===== src/rtl/h264_nal_fu_a_packetizer_core_defines.svh =====
// ---------------------------------------------------------------------------
// H.264 FU-A packetizer assertion macros
// Clocked assertion helpers used by the packetizer core. In synthesis the
// macros expand to nothing.
// ---------------------------------------------------------------------------
`ifndef H264_NAL_FU_A_PACKETIZER_CORE_DEFINES_SVH
`define H264_NAL_FU_A_PACKETIZER_CORE_DEFINES_SVH

`ifndef SYNTHESIS

// Property checked at every rising edge of clk, ignored while rst is high.
`define H264FU_ASSERT(lbl, prop, msg) \
  lbl: assert property (@(posedge clk) disable iff (rst) (prop)) else $error(msg);

// Implication from a condition to a property that must hold in the next cycle.
`define H264FU_ASSERT_NEXT(lbl, cond, prop, msg) \
  lbl: assert property (@(posedge clk) disable iff (rst) (cond) |=> (prop)) \
    else $error(msg);

`else

`define H264FU_ASSERT(lbl, prop, msg)
`define H264FU_ASSERT_NEXT(lbl, cond, prop, msg)

`endif

`endif


===== src/rtl/h264fu_pkg.sv =====
// ---------------------------------------------------------------------------
// H.264 FU-A packetizer package
// Item types, register indexes and protocol constants of the packetizer.
// ---------------------------------------------------------------------------
package h264fu_pkg;

  // Largest supported NAL unit length in bytes.
  localparam int unsigned MAX_UNIT_BYTES_DEF = 524288;

  // Width of the position, length and limit comparisons.
  localparam int unsigned CMP_W = 22;

  // RFC 6184 constants.
  localparam logic [7:0] NRI_MASK     = 8'h60;
  localparam logic [7:0] TYPE_MASK    = 8'h1F;
  localparam logic [7:0] FU_A_TYPE    = 8'd28;
  localparam logic [7:0] FU_START_BIT = 8'h80;
  localparam logic [7:0] FU_END_BIT   = 8'h40;

  // Register limits and reset values.
  localparam logic [10:0] MIN_PAYLOAD        = 11'd16;
  localparam logic [10:0] MAX_PAYLOAD_RST    = 11'd1400;
  localparam logic [15:0] TIMESTAMP_STEP_RST = 16'(90000 / 25);

  // Configuration register indexes.
  typedef enum logic [0:0] {
    REG_MAX_PAYLOAD    = 1'b0,
    REG_TIMESTAMP_STEP = 1'b1
  } cfg_reg_t;

  // One NAL byte with the length of its unit.
  typedef struct packed {
    logic [7:0]  data_byte;
    logic [19:0] unit_length;
  } in_item_t;

  // One RTP payload byte with its packet marks.
  typedef struct packed {
    logic [7:0]  payload_byte;
    logic        packet_first;
    logic        packet_last;
    logic [15:0] seq_number;
    logic [31:0] time_stamp;
    logic        run_end;
  } out_item_t;

  // Unit state other than the byte position.
  typedef struct packed {
    logic [7:0]  unit_header;
    logic [10:0] fragment_fill;
    logic        fragmenting;
    logic [15:0] seq_counter;
    logic [31:0] stamp_counter;
  } unit_state_t;

  // One payload byte slot of a result group.
  typedef struct packed {
    logic [7:0] payload_byte;
    logic       packet_first;
    logic       packet_last;
  } res_slot_t;

  // All results caused by one input byte, last one in slot count-1.
  typedef struct packed {
    res_slot_t [2:0] slot;
    logic [1:0]      count;
    logic [15:0]     seq_number;
    logic [31:0]     time_stamp;
  } res_group_t;

endpackage


===== src/rtl/h264fu_step.sv =====
// ---------------------------------------------------------------------------
// H.264 FU-A packetizer step logic
// Works out the result group and the next unit state for one NAL byte.
// ---------------------------------------------------------------------------
module h264fu_step #(
  parameter int unsigned MAX_UNIT_BYTES = h264fu_pkg::MAX_UNIT_BYTES_DEF,
  parameter int unsigned POS_W          = $clog2(MAX_UNIT_BYTES)
) (
  input  h264fu_pkg::in_item_t    item,
  input  logic [POS_W-1:0]        pos,
  input  h264fu_pkg::unit_state_t st,
  input  logic [10:0]             max_payload,
  input  logic [15:0]             timestamp_step,
  output logic [POS_W-1:0]        pos_next,
  output h264fu_pkg::unit_state_t st_next,
  output h264fu_pkg::res_group_t  group
);

  localparam int unsigned CW = h264fu_pkg::CMP_W;
  localparam logic [CW-1:0] MAX_LEN = CW'(MAX_UNIT_BYTES);

  logic [10:0]   lim;
  logic [CW-1:0] len;
  logic [CW-1:0] pos_x;
  logic [CW-1:0] lim_x;
  logic [CW-1:0] fill_x;
  logic          head;
  logic          frag;
  logic [7:0]    hdr;
  logic [10:0]   fill;
  logic          endu;
  logic          close;
  logic [7:0]    fuh;

  // Clamp the payload limit and the unit length into their working ranges.
  always_comb begin
    lim = (max_payload < h264fu_pkg::MIN_PAYLOAD) ? h264fu_pkg::MIN_PAYLOAD : max_payload;
    len = CW'(item.unit_length);
    if (len == '0) begin
      len = CW'(1);
    end else if (len > MAX_LEN) begin
      len = MAX_LEN;
    end
  end

  assign pos_x  = CW'(pos);
  assign lim_x  = CW'(lim);
  assign head   = (pos == '0);
  assign frag   = head ? (len > lim_x) : st.fragmenting;
  assign hdr    = head ? item.data_byte : st.unit_header;
  assign fill   = head ? 11'd0 : st.fragment_fill;
  assign fill_x = CW'(fill);

  // Unit end, fragment close and FU header byte.
  always_comb begin
    if (frag) begin
      endu = (pos_x + CW'(1) >= len);
    end else begin
      endu = (pos_x + CW'(1) >= len) || (pos_x + CW'(1) >= lim_x);
    end
    close = endu || (fill_x + CW'(1) >= lim_x) ||
            ((pos_x == fill_x + CW'(1)) && (pos_x + CW'(2) == len));
    fuh = hdr & h264fu_pkg::TYPE_MASK;
    if (pos_x == CW'(1)) begin
      fuh = fuh | h264fu_pkg::FU_START_BIT;
    end else if (endu || (len <= pos_x + lim_x)) begin
      fuh = fuh | h264fu_pkg::FU_END_BIT;
    end
  end

  // Result group and next state.
  always_comb begin
    st_next                     = st;
    st_next.unit_header         = hdr;
    st_next.fragmenting         = frag;
    st_next.fragment_fill       = fill;
    pos_next                    = pos + POS_W'(1);
    group.seq_number            = st.seq_counter;
    group.time_stamp            = st.stamp_counter;
    group.count                 = 2'd0;
    group.slot                  = '0;
    if (!frag) begin
      // Single NAL unit packet: the byte passes through.
      group.count               = 2'd1;
      group.slot[0].payload_byte = item.data_byte;
      group.slot[0].packet_first = head;
      group.slot[0].packet_last  = endu;
      if (endu) begin
        st_next.seq_counter   = st.seq_counter + 16'd1;
        st_next.stamp_counter = st.stamp_counter + 32'(timestamp_step);
        pos_next              = '0;
      end
    end else if (!head) begin
      // FU-A data byte, behind an indicator and FU header when a fragment opens.
      if (fill == 11'd0) begin
        group.count                = 2'd3;
        group.slot[0].payload_byte = (hdr & h264fu_pkg::NRI_MASK) | h264fu_pkg::FU_A_TYPE;
        group.slot[0].packet_first = 1'b1;
        group.slot[1].payload_byte = fuh;
        group.slot[2].payload_byte = item.data_byte;
        group.slot[2].packet_last  = close;
      end else begin
        group.count                = 2'd1;
        group.slot[0].payload_byte = item.data_byte;
        group.slot[0].packet_last  = close;
      end
      if (close) begin
        st_next.fragment_fill = 11'd0;
        st_next.seq_counter   = st.seq_counter + 16'd1;
      end else begin
        st_next.fragment_fill = fill + 11'd1;
      end
      if (endu) begin
        st_next.stamp_counter = st.stamp_counter + 32'(timestamp_step);
        st_next.fragment_fill = 11'd0;
        pos_next              = '0;
      end
    end
  end

endmodule


===== config.mk =====
export PLATFORM = sky130hd
export DESIGN_NAME = h264fu_step
export DESIGN_NICKNAME = d
export VERILOG_FILES = /design/src/rtl/h264_nal_fu_a_packetizer_core_defines.svh /design/src/rtl/h264fu_pkg.sv /design/src/rtl/h264fu_step.sv
export SDC_FILE = /design/constraint.sdc
export NUM_CORES = 1
export LEC_CHECK = 0
export ABC_AREA = 1
export BUFFER_PORTS_ARGS = -buffer_cell sky130_fd_sc_hd__buf_2
export CAP_MARGIN = 20
export CORE_ASPECT_RATIO = 0.6
export CORE_MARGIN = 2
export CORE_UTILIZATION = 52
export DETAILED_ROUTE_END_ITERATION = 12
export PLACE_DENSITY = 0.95
export SYNTH_ARGS = -nofsm -noshare
export SYNTH_HDL_FRONTEND = slang
export SYNTH_SLANG_ARGS = --single-unit

===== constraint.sdc =====
create_clock -name vclk -period 5.2
set_input_delay 0.52 -clock vclk [all_inputs]
set_output_delay 0.52 -clock vclk [all_outputs]
set_load 0.01 [all_outputs]

==> summary.md, run 1 <==
| Metric | Value |
|---|---|
| Status | finished clean |
| Worst Slack Setup Final | 0.216 ns |
| RePlAce Congestion | around 1.0 |
| Setup Buffers After CTS | 0 |
| Vias in the first global route | between 8000 and 9000 |
| Final hold vios | 0 |
| Grt met1 use | 0.585 |
| DR vias | 10011 |
| Hold_sp | st[27] |
| Max-cap viol count | 0 |
| Critical path class | in -> out |
| Max-slew headroom | 0.552 |
| Cell Area, Synth | 7530 um^2 |
| Global Route Usage Sum | 0.376 |
| Register area share after synthesis | 0 |
| Min-Delay Endpoint | group[27] |
| Worst slew pin tran | around 0.67 ns |
| Endpoints failing setup | 0 |
| Vias/cell | around 5.6 |
| Nets | 1858 |
| Antenna Cells | 0 |
| Hold crit path type | in -> out |
| Global-route wire length before repair | 47000 um |
| Setup TNS | 0 ns |
| Syn_area_per_cell | 5.58 um^2 |
| Max Freq | 201 MHz |
| Met3 usage | 0.0918 |
| Die Area | 15500 um^2 |
| Synth Instances | 1351 |
| # rows | 34 |
| Max rail drop VDD | 0.0000778 V |
| Layout sequential cell count | 0 |
| Shortest period the worst path allows | around 5.0 ns |
| Setup crit end kind | output port |
| Leakage | ~5.5 nW |
| DR DRC count | 0 |
| Remaining antenna violation count after routing | 0 |
| Share of cells above drive strength 1 | 0.259 |
| Largest net degree at the start of global routing | 33 |
| Drt pass-1 iters | 6 |
| Warnings from Yosys | 0 |
| Grt peak-use layer | met1 |
| HPWL Detailed | 26900 um |
| Initial Util | 0.525 |
| Area growth, synth to finish | 20.6% |
| PortBufs | around 310 |
| WP data required | 4.68 ns |
| Worst setup SP type | primary input |
| Dpl ws | -0.0523 ns |
| Area of all sequential standard cells | 0 um^2 |
| IO Count | 309 |
| WHS Path Cells | 2 |
| Number of hold buffers added after cts | 0 |
| Global route overflow | 0 |
| Util after Layout | 0.633 |
| 1st-iter DRT viols | 1178 |
| CORE AREA | 14300 um^2 |
| Final Slew Violations | 0 |
| Die Y-Extent | between 90 and 100 um |
| Fillers | 1420 |
| Post-Route WL | 30900 um |
| CP max FO | 11 |
| # clk buffers | 0 |
| PwrDens | 100 nW/um^2 |
| M2 GR Usage | 0.531 |
| Synth cell types | 49 |
| Fin crit share | 0.959 |
| Worst Path Arrival | 4.46 ns |
| Initial antenna violation count | 1 |
| Pwr Total | just over 0.9 mW |
| Die Wd | 159 um |
| WL/cell | 17.1 um |
==> power by group <==
part           leakage [nW]  internal [mW]  switching, mW  total [mW]
clock network             0              0              0           0
logic                  5.48          0.343          0.569       0.912
registers                 0              0              0           0
==> cells by family (layout without fill, tap and decap cells) <==
kind of cell,count (synthesis),in the layout,share of synthesized area
xor+xnor,88,88,0.103
buf+inv,284,535,0.177
simple gates,707,707,0.414
other cells,1,4,0.000498
fa+ha+maj,109,109,0.183
compound gates,162,162,0.122
==> worst max-delay path by stage <==
stage	end	startpoint	slack, ns
6_report	st_next[31]	pos[2]	0.22
2_1_floorplan	group[68]	max_payload[5]	0.54
5_1_grt	group[68]	max_payload[10]	-0.05
3_5_place_dp	group[68]	max_payload[10]	-0.05
4_1_cts	group[68]	max_payload[10]	0.04
3_3_place_gp	group[68]	max_payload[9]	0.14
==> cell type report <==
type | instances | area [um^2] | area share
inverter | 194 | 732 | 0.0806
tap | 198 | 248 | 0.0273
multi-input combinational | 1070 | 6300 | 0.694
timing repair buffer | 341 | 1800 | 0.198
==> routing by layer <==
metal	routed length, um	vias to the layer above
met1	14100	4501
met4	317	2
met2	11900	661
met3	4510	32
met5	13	-
li1	-	4815
==> cell usage after synthesis, types with 2 or more instances <==
cell / number / area share
o21bai_1: 7 / 0.0070
nand2_4: 2 / 0.0030
a211oi_1: 8 / 0.0080
nor3_2: 2 / 0.0027
a31oi_1: 2 / 0.0017
nand3_1: 107 / 0.071
inv_2: 8 / 0.0040
nand4_2: 2 / 0.0033
a22oi_1: 2 / 0.0020
clkinv_1: 2 / 0.0010
xnor2_1: 19 / 0.022
nor2_1: 133 / 0.066
a21oi_1: 53 / 0.035
o21ai_2: 2 / 0.0023
nand3b_1: 6 / 0.0060
nand2_1: 373 / 0.19
o21ai_1: 2 / 0.0013
buf_2: 9 / 0.0060
nor3b_1: 2 / 0.0020
nand4_1: 23 / 0.019
buf_1: 3 / 0.0015
a21o_1: 2 / 0.0020
clkbuf_1: 16 / 0.0080
a21boi_0: 3 / 0.0030
ha_1: 107 / 0.18
nor2_4: 6 / 0.0090
inv_1: 184 / 0.092
or2_2: 2 / 0.0017
nor4_1: 5 / 0.0042
nor3_1: 11 / 0.0073
nand2_2: 13 / 0.011
nor2_2: 12 / 0.010
o21ai_0: 67 / 0.045
buf_6: 6 / 0.0090
xor2_1: 68 / 0.079
fa_1: 2 / 0.0053
buf_4: 56 / 0.056
nand3_2: 4 / 0.0053
o211ai_1: 10 / 0.010
==> cells in the final DEF (no fill, tap or decap), drive strengths merged <==
cell      instances
fa                2
nor4              5
a31oi             2
or2               2
xnor2            19
inv             191
a21boi            3
o21ai            71
nand2           388
or4               1
xor2             69
clkinvlp          1
nand3b            6
ha              107
nand4            25
o221ai            1
nand3           111
a22oi             2
o31ai             1
clkinv            2
nor3             14
a21o              2
nor2            152
nor3b             2
conb              4
o211ai           10
a21oi            53
a221oi            1
and3              1
o21bai            7
a211oi            8
o311ai            1
buf             341
==> timing repair <==
| item | CTS | global route |
|---|---|---|
| endpoints found under the setup margin | 1 | 20 |
| pin swaps | 0 | 4 |
| gates resized for setup | 1 | 22 |
==> per-stage QoR <==
stage                     hold WS [ns]  instance area (um^2)  std cells
after floorplan                   1.09                  7540       1354
after global placement            1.26                  8980       1803
after detailed placement          1.26                  8980       1803
after CTS                         1.26                  8980       1803
after global routing              1.27                  9080       1803
final                             1.26                  9080       1803
==> critical path, cell delays in order <==
cell     delay, ns
buf_2         0.25
ha_2          0.31
nand3_2       0.11
inv_1         0.15
nand2_1       0.11
xor2_1        0.15
buf_4         0.17
inv_1         0.05
o21ai_0       0.31
inv_1         0.14
ha_1          0.31
nand2_1       0.08
or4_1         0.42
nor4_1        0.21
nor2_1        0.09
nand2_2       0.10
buf_4         0.18
inv_1         0.12
buf_4         0.19
nand2_1       0.06
nand2_1       0.07
nand2_1       0.06
nand2_1       0.05
nand2_1       0.06
nand2_1       0.04
buf_2         0.14
(Power assumes the default switching activity.)
==> run 2, diff against run 1 <==
==> constraint.sdc (replaced) <==
create_clock -name vclk -period 5.2
set_input_delay 0.52 -clock vclk [all_inputs]
set_output_delay 0.52 -clock vclk [all_outputs]
set_load 0.05 [all_outputs]
==> summary.md, run 2 (synthesis results as in run 1) <==
| Metric | Value |
|---|---|
| Status | finished clean |
| # rows | 34 |
| Global-route wire length before repair | 46500 um |
| Max-slew headroom | 0.583 |
| Layout sequential cell count | 0 |
| Multi-input gate area | 6280 um^2 |
| CP max FO | 4 |
| Drt pass-1 iters | 6 |
| Setup TNS | 0 ns |
| CORE AREA | 14300 um^2 |
| Leakage | 5.56 nW |
| Max Freq | 199 MHz |
| RePlAce Congestion | 1.03 |
| Area of all sequential standard cells | 0 um^2 |
| RSZ-0062 raised after global routing | true |
| Endpoints failing setup | 0 |
| WL/cell | 16.9 um |
| Fillers | 1420 |
| WHS Path Cells | 2 |
| Worst Path Arrival | approximately 4.5 ns |
| Initial Util | 0.525 |
| PwrDens | 132 nW/um^2 |
| Remaining antenna violation count after routing | 0 |
| DR vias | 10028 |
| Largest net degree at the start of global routing | 33 |
| Vias in the first global route | around 8400 |
| Die Y-Extent | 97.2 um |
| Max-cap viol count | 0 |
| Post-Place Cells | 1814 |
| Fin crit share | 0.964 |
| Hold_sp | st[5] |
| Hold crit path type | in -> out |
| Global Route Usage Sum | 0.374 |
| Setup crit end kind | output port |
| Critical path class | in -> out |
| Area growth, synth to finish | 22.0% |
| Worst setup SP type | primary input |
| WP data required | 4.68 ns |
| # clk buffers | 0 |
| Post-Route WL | 30800 um |
| PortBufs | 305 |
| Initial antenna violation count | 1 |
| Die Area | about 15000 um^2 |
| Global route overflow | 0 |
| Commonest non-fill, non-tap cells in the layout | 370 x nand2_1, 299 x buf_2, 184 x inv_1 |
| 1st-iter DRT viols | 1300 |
| Min-Delay Endpoint | group[5] |
| Final hold vios | 0 |
| Max rail drop VDD | 0.000115 V |
| HPWL Detailed | around 27000 um |
| Final Slew Violations | 0 |
| Number of hold buffers added after cts | 0 |
| Cell Count, Final, Fillers Out | 1816 |
| Die Wd | 159 um |
| Commonest non-fill, non-tap cell in the layout | nand2_1 |
| Share of cells above drive strength 1 | 0.261 |
| Worst slew pin tran | 0.624 ns |
| Shortest period the worst path allows | 5.01 ns |
| IO Count | 309 |
| DR DRC count | 0 |
| Nets | 1870 |
| Vias/cell | 5.52 |
-- run 2: worst max-delay path, cell delays in order --
cell      delay (ns)
buf_2           0.15
nor4_4          0.06
nand3_2         0.11
inv_1           0.08
nor2_2          0.11
ha_1            0.19
inv_1           0.07
fa_2            0.36
o21ai_2         0.17
a21oi_1         0.09
o21bai_1        0.19
nand3_1         0.13
o21ai_2         0.15
a21oi_1         0.08
or2_2           0.32
nor2_1          0.13
nand2_1         0.08
xor2_1          0.15
ha_1            0.27
nand2_1         0.06
inv_1           0.05
a221oi_1        0.24
o21ai_0         0.12
o311ai_0        0.13
buf_4           0.20
nand3_1         0.07
inv_1           0.07
buf_6           0.15
-- run 2: worst max-delay path by stage --
stage / from / endpoint / slack [ns] / cells after the start
4_1_cts: max_payload[10] / group[68] / 0.04 / 28
5_1_grt: max_payload[10] / group[68] / -0.05 / 27
3_3_place_gp: max_payload[9] / group[68] / 0.06 / 27
6_report: max_payload[10] / group[68] / 0.19 / 28
2_1_floorplan: pos[0] / group[50] / 0.15 / 31
3_5_place_dp: max_payload[10] / group[68] / -0.09 / 28
-- run 2: per-stage QoR --
step | area (um^2) | setup WS, ns | hold slack, ns | util | power [mW]
final | 9190 | 0.186 | 1.36 | 0.641 | 1.22
after CTS | 9090 | 0.0449 | 1.36 | 0.634 | 1.18
after global placement | 9090 | 0.0630 | 1.35 | 0.634 | 1.16
after detailed placement | 9090 | -0.0909 | 1.36 | 0.634 | 1.18
after global routing | 9190 | -0.0500 | 1.36 | 0.641 | 1.31
after floorplan | 7540 | 0.150 | 1.21 | - | 0.859
-- run 2: final cells by class --
class | instances | share of cell area
multi-input combinational | 1070 | 0.684
tap | 198 | 0.0269
inverter | 194 | 0.0792
antenna | 1 | 0.000272
timing repair buffer | 353 | 0.210
-- run 2: timing repair --
action	CTS	global route
hold endpoints to repair	0	0
cloned	0	0
gates resized for setup	2	27
buffers inserted	0	1
endpoints found under the setup margin	1	32
pin swaps	0	4
-- run 2: report_power, final --
group	leakage (nW)	internal, mW	total [mW]	switching (mW)
registers	0	0	0	0
clock network	0.00000634	0.0000000257	0.0000000258	0
logic	5.56	0.353	1.22	0.863
-- run 2: layer usage --
metal	GRT usage	vias up	wire, um
met2	0.525	679	11800
met5	0	-	60
met4	0.0266	2	324
met1	0.577	4488	13800
li1	-	4824	-
met3	0.107	35	4710
==> run 3, diff against run 2 <==
==> constraint.sdc (replaced) <==
create_clock -name vclk -period 5.5
set_input_delay 0.55 -clock vclk [all_inputs]
set_output_delay 0.55 -clock vclk [all_outputs]
set_load 0.05 [all_outputs]
==> summary.md, run 3 (synthesis results as in run 1) <==
| Metric | Value |
|---|---|
| Global Route Usage Sum | 0.367 |
| Vias in the first global route | 8485 |
| CP max FO | 4 |
| Status | finished clean |
| Drt pass-1 iters | 6 |
| Area of all sequential standard cells | 0 um^2 |
| Final hold vios | 0 |
| Hold crit path type | in -> out |
| RePlAce Congestion | 1.04 |
| # clk buffers | 0 |
| Max Freq | 193 MHz |
| Global route overflow | 0 |
| Global-route wire length before repair | 45800 um |
| Critical path class | in -> out |
| Pwr Total | 1.13 mW |
| Commonest non-fill, non-tap cells in the layout | 373 x nand2_1, 304 x buf_2, 184 x inv_1 |
| Fin crit share | 0.944 |
| DR vias | 9887 |
| Final instance area | 9030 um^2 |
| Worst setup SP type | primary input |
| Area growth, synth to finish | 19.9% |
| IO Count | about 310 |
| Cell Count, Final, Fillers Out | 1804 |
| CORE AREA | 14300 um^2 |
| DR DRC count | 0 |
| Worst slew pin tran | ~0.65 ns |
| Initial antenna violation count | 3 |
| Post-Route WL | 30500 um |
| Shortest period the worst path allows | 5.19 ns |
| Layout sequential cell count | 0 |
| Die Area | around 15000 um^2 |
| PortBufs | 305 |
| Setup crit end kind | output port |
| HPWL Detailed | 26400 um |
| Post-Place Cells | around 1800 |
| Die Y-Extent | slightly below 100 um |
| Vias/cell | 5.48 |
| Remaining antenna violation count after routing | 0 |
| Initial Util | 0.525 |
| WL/cell | 16.9 um |
| WP data required | 4.95 ns |
| 1st-iter DRT viols | 1168 |
| PwrDens | 126 nW/um^2 |
| Number of hold buffers added after cts | 0 |
| Final Slew Violations | 0 |
| Dpl ws | 0.132 ns |
| # rows | 34 |
| Worst Slack Setup Final | 0.307 ns |
| Max rail drop VDD | 0.000109 V |
| Die Wd | 159 um |
| Setup TNS | 0 ns |
| Worst Path Arrival | 4.64 ns |
| Nets | 1857 |
| Max-cap viol count | 0 |
| Leakage | 5.47 nW |
| Largest net degree at the start of global routing | 33 |
| Share of cells above drive strength 1 | 0.252 |
| Commonest non-fill, non-tap cell in the layout | nand2_1 |
| Max-slew headroom | 0.569 |
| Cell Area, Placed | 8970 um^2 |
| Endpoints failing setup | 0 |
run 3: final timing paths:
kind	from	to	depth (start not counted)	slack, ns
worst min-delay path	st[27]	group[27]	2	1.41
worst max-delay path	max_payload[10]	group[68]	28	0.31
run 3: worst max-delay path, stage by stage:
cell and delay (ns):
buf_2 0.14, nor4_2 0.06, nand3_1 0.14, inv_1 0.09, nor2_2 0.11, ha_2 0.20, inv_1 0.05, fa_1 0.39
o21ai_2 0.17, a21oi_1 0.08, o21bai_1 0.18, nand3_1 0.15, o21ai_2 0.17, a21oi_1 0.07, or2_2 0.31, nor2_1 0.14
nand2_1 0.09, xor2_1 0.16, ha_1 0.27, nand2_1 0.06, inv_1 0.06, a221oi_1 0.26, o21ai_0 0.12, o311ai_0 0.12
buf_4 0.19, nand3_1 0.06, inv_1 0.05, buf_4 0.18
run 3: through the flow:
step	util	hold WS (ns)
2_1_floorplan	-	1.27
3_3_place_gp	0.626	1.41
3_5_place_dp	0.626	1.42
4_1_cts	0.626	1.42
5_1_grt	0.630	1.42
6_report	0.630	1.41
run 3: per-layer routing:
layer  vias up  wire length (um)  GRT usage
li1       4803                 -          -
met1      4395             13700      0.564
met2       642             11400      0.503
met3        47              4890      0.110
met4         0               481     0.0469
met5         -                 0          0
run 3: timing repair:
| action | CTS | global route |
|---|---|---|
| setup endpoints to repair | 0 | 3 |
| gates resized for setup | 0 | 14 |
| endpoints found under the hold margin | 0 | 0 |
| buffers inserted | 0 | 1 |
run 3: layout make-up:
cell class | count | area, um^2
Antenna cell | 2 | 5.00
Fill cell | 1449 | 5310
Inverter | 194 | 728
Multi-Input combinational cell | 1070 | 6260
Tap cell | 198 | 248
Timing Repair Buffer | 340 | 1790
run 3: power breakdown:
part / total [mW] / switching [mW] / internal (mW)
clock network: 0.0000000487 / 0 / 0.0000000487
registers: 0 / 0 / 0
logic: 1.13 / 0.813 / 0.320
total: 1.13 / 0.813 / 0.320
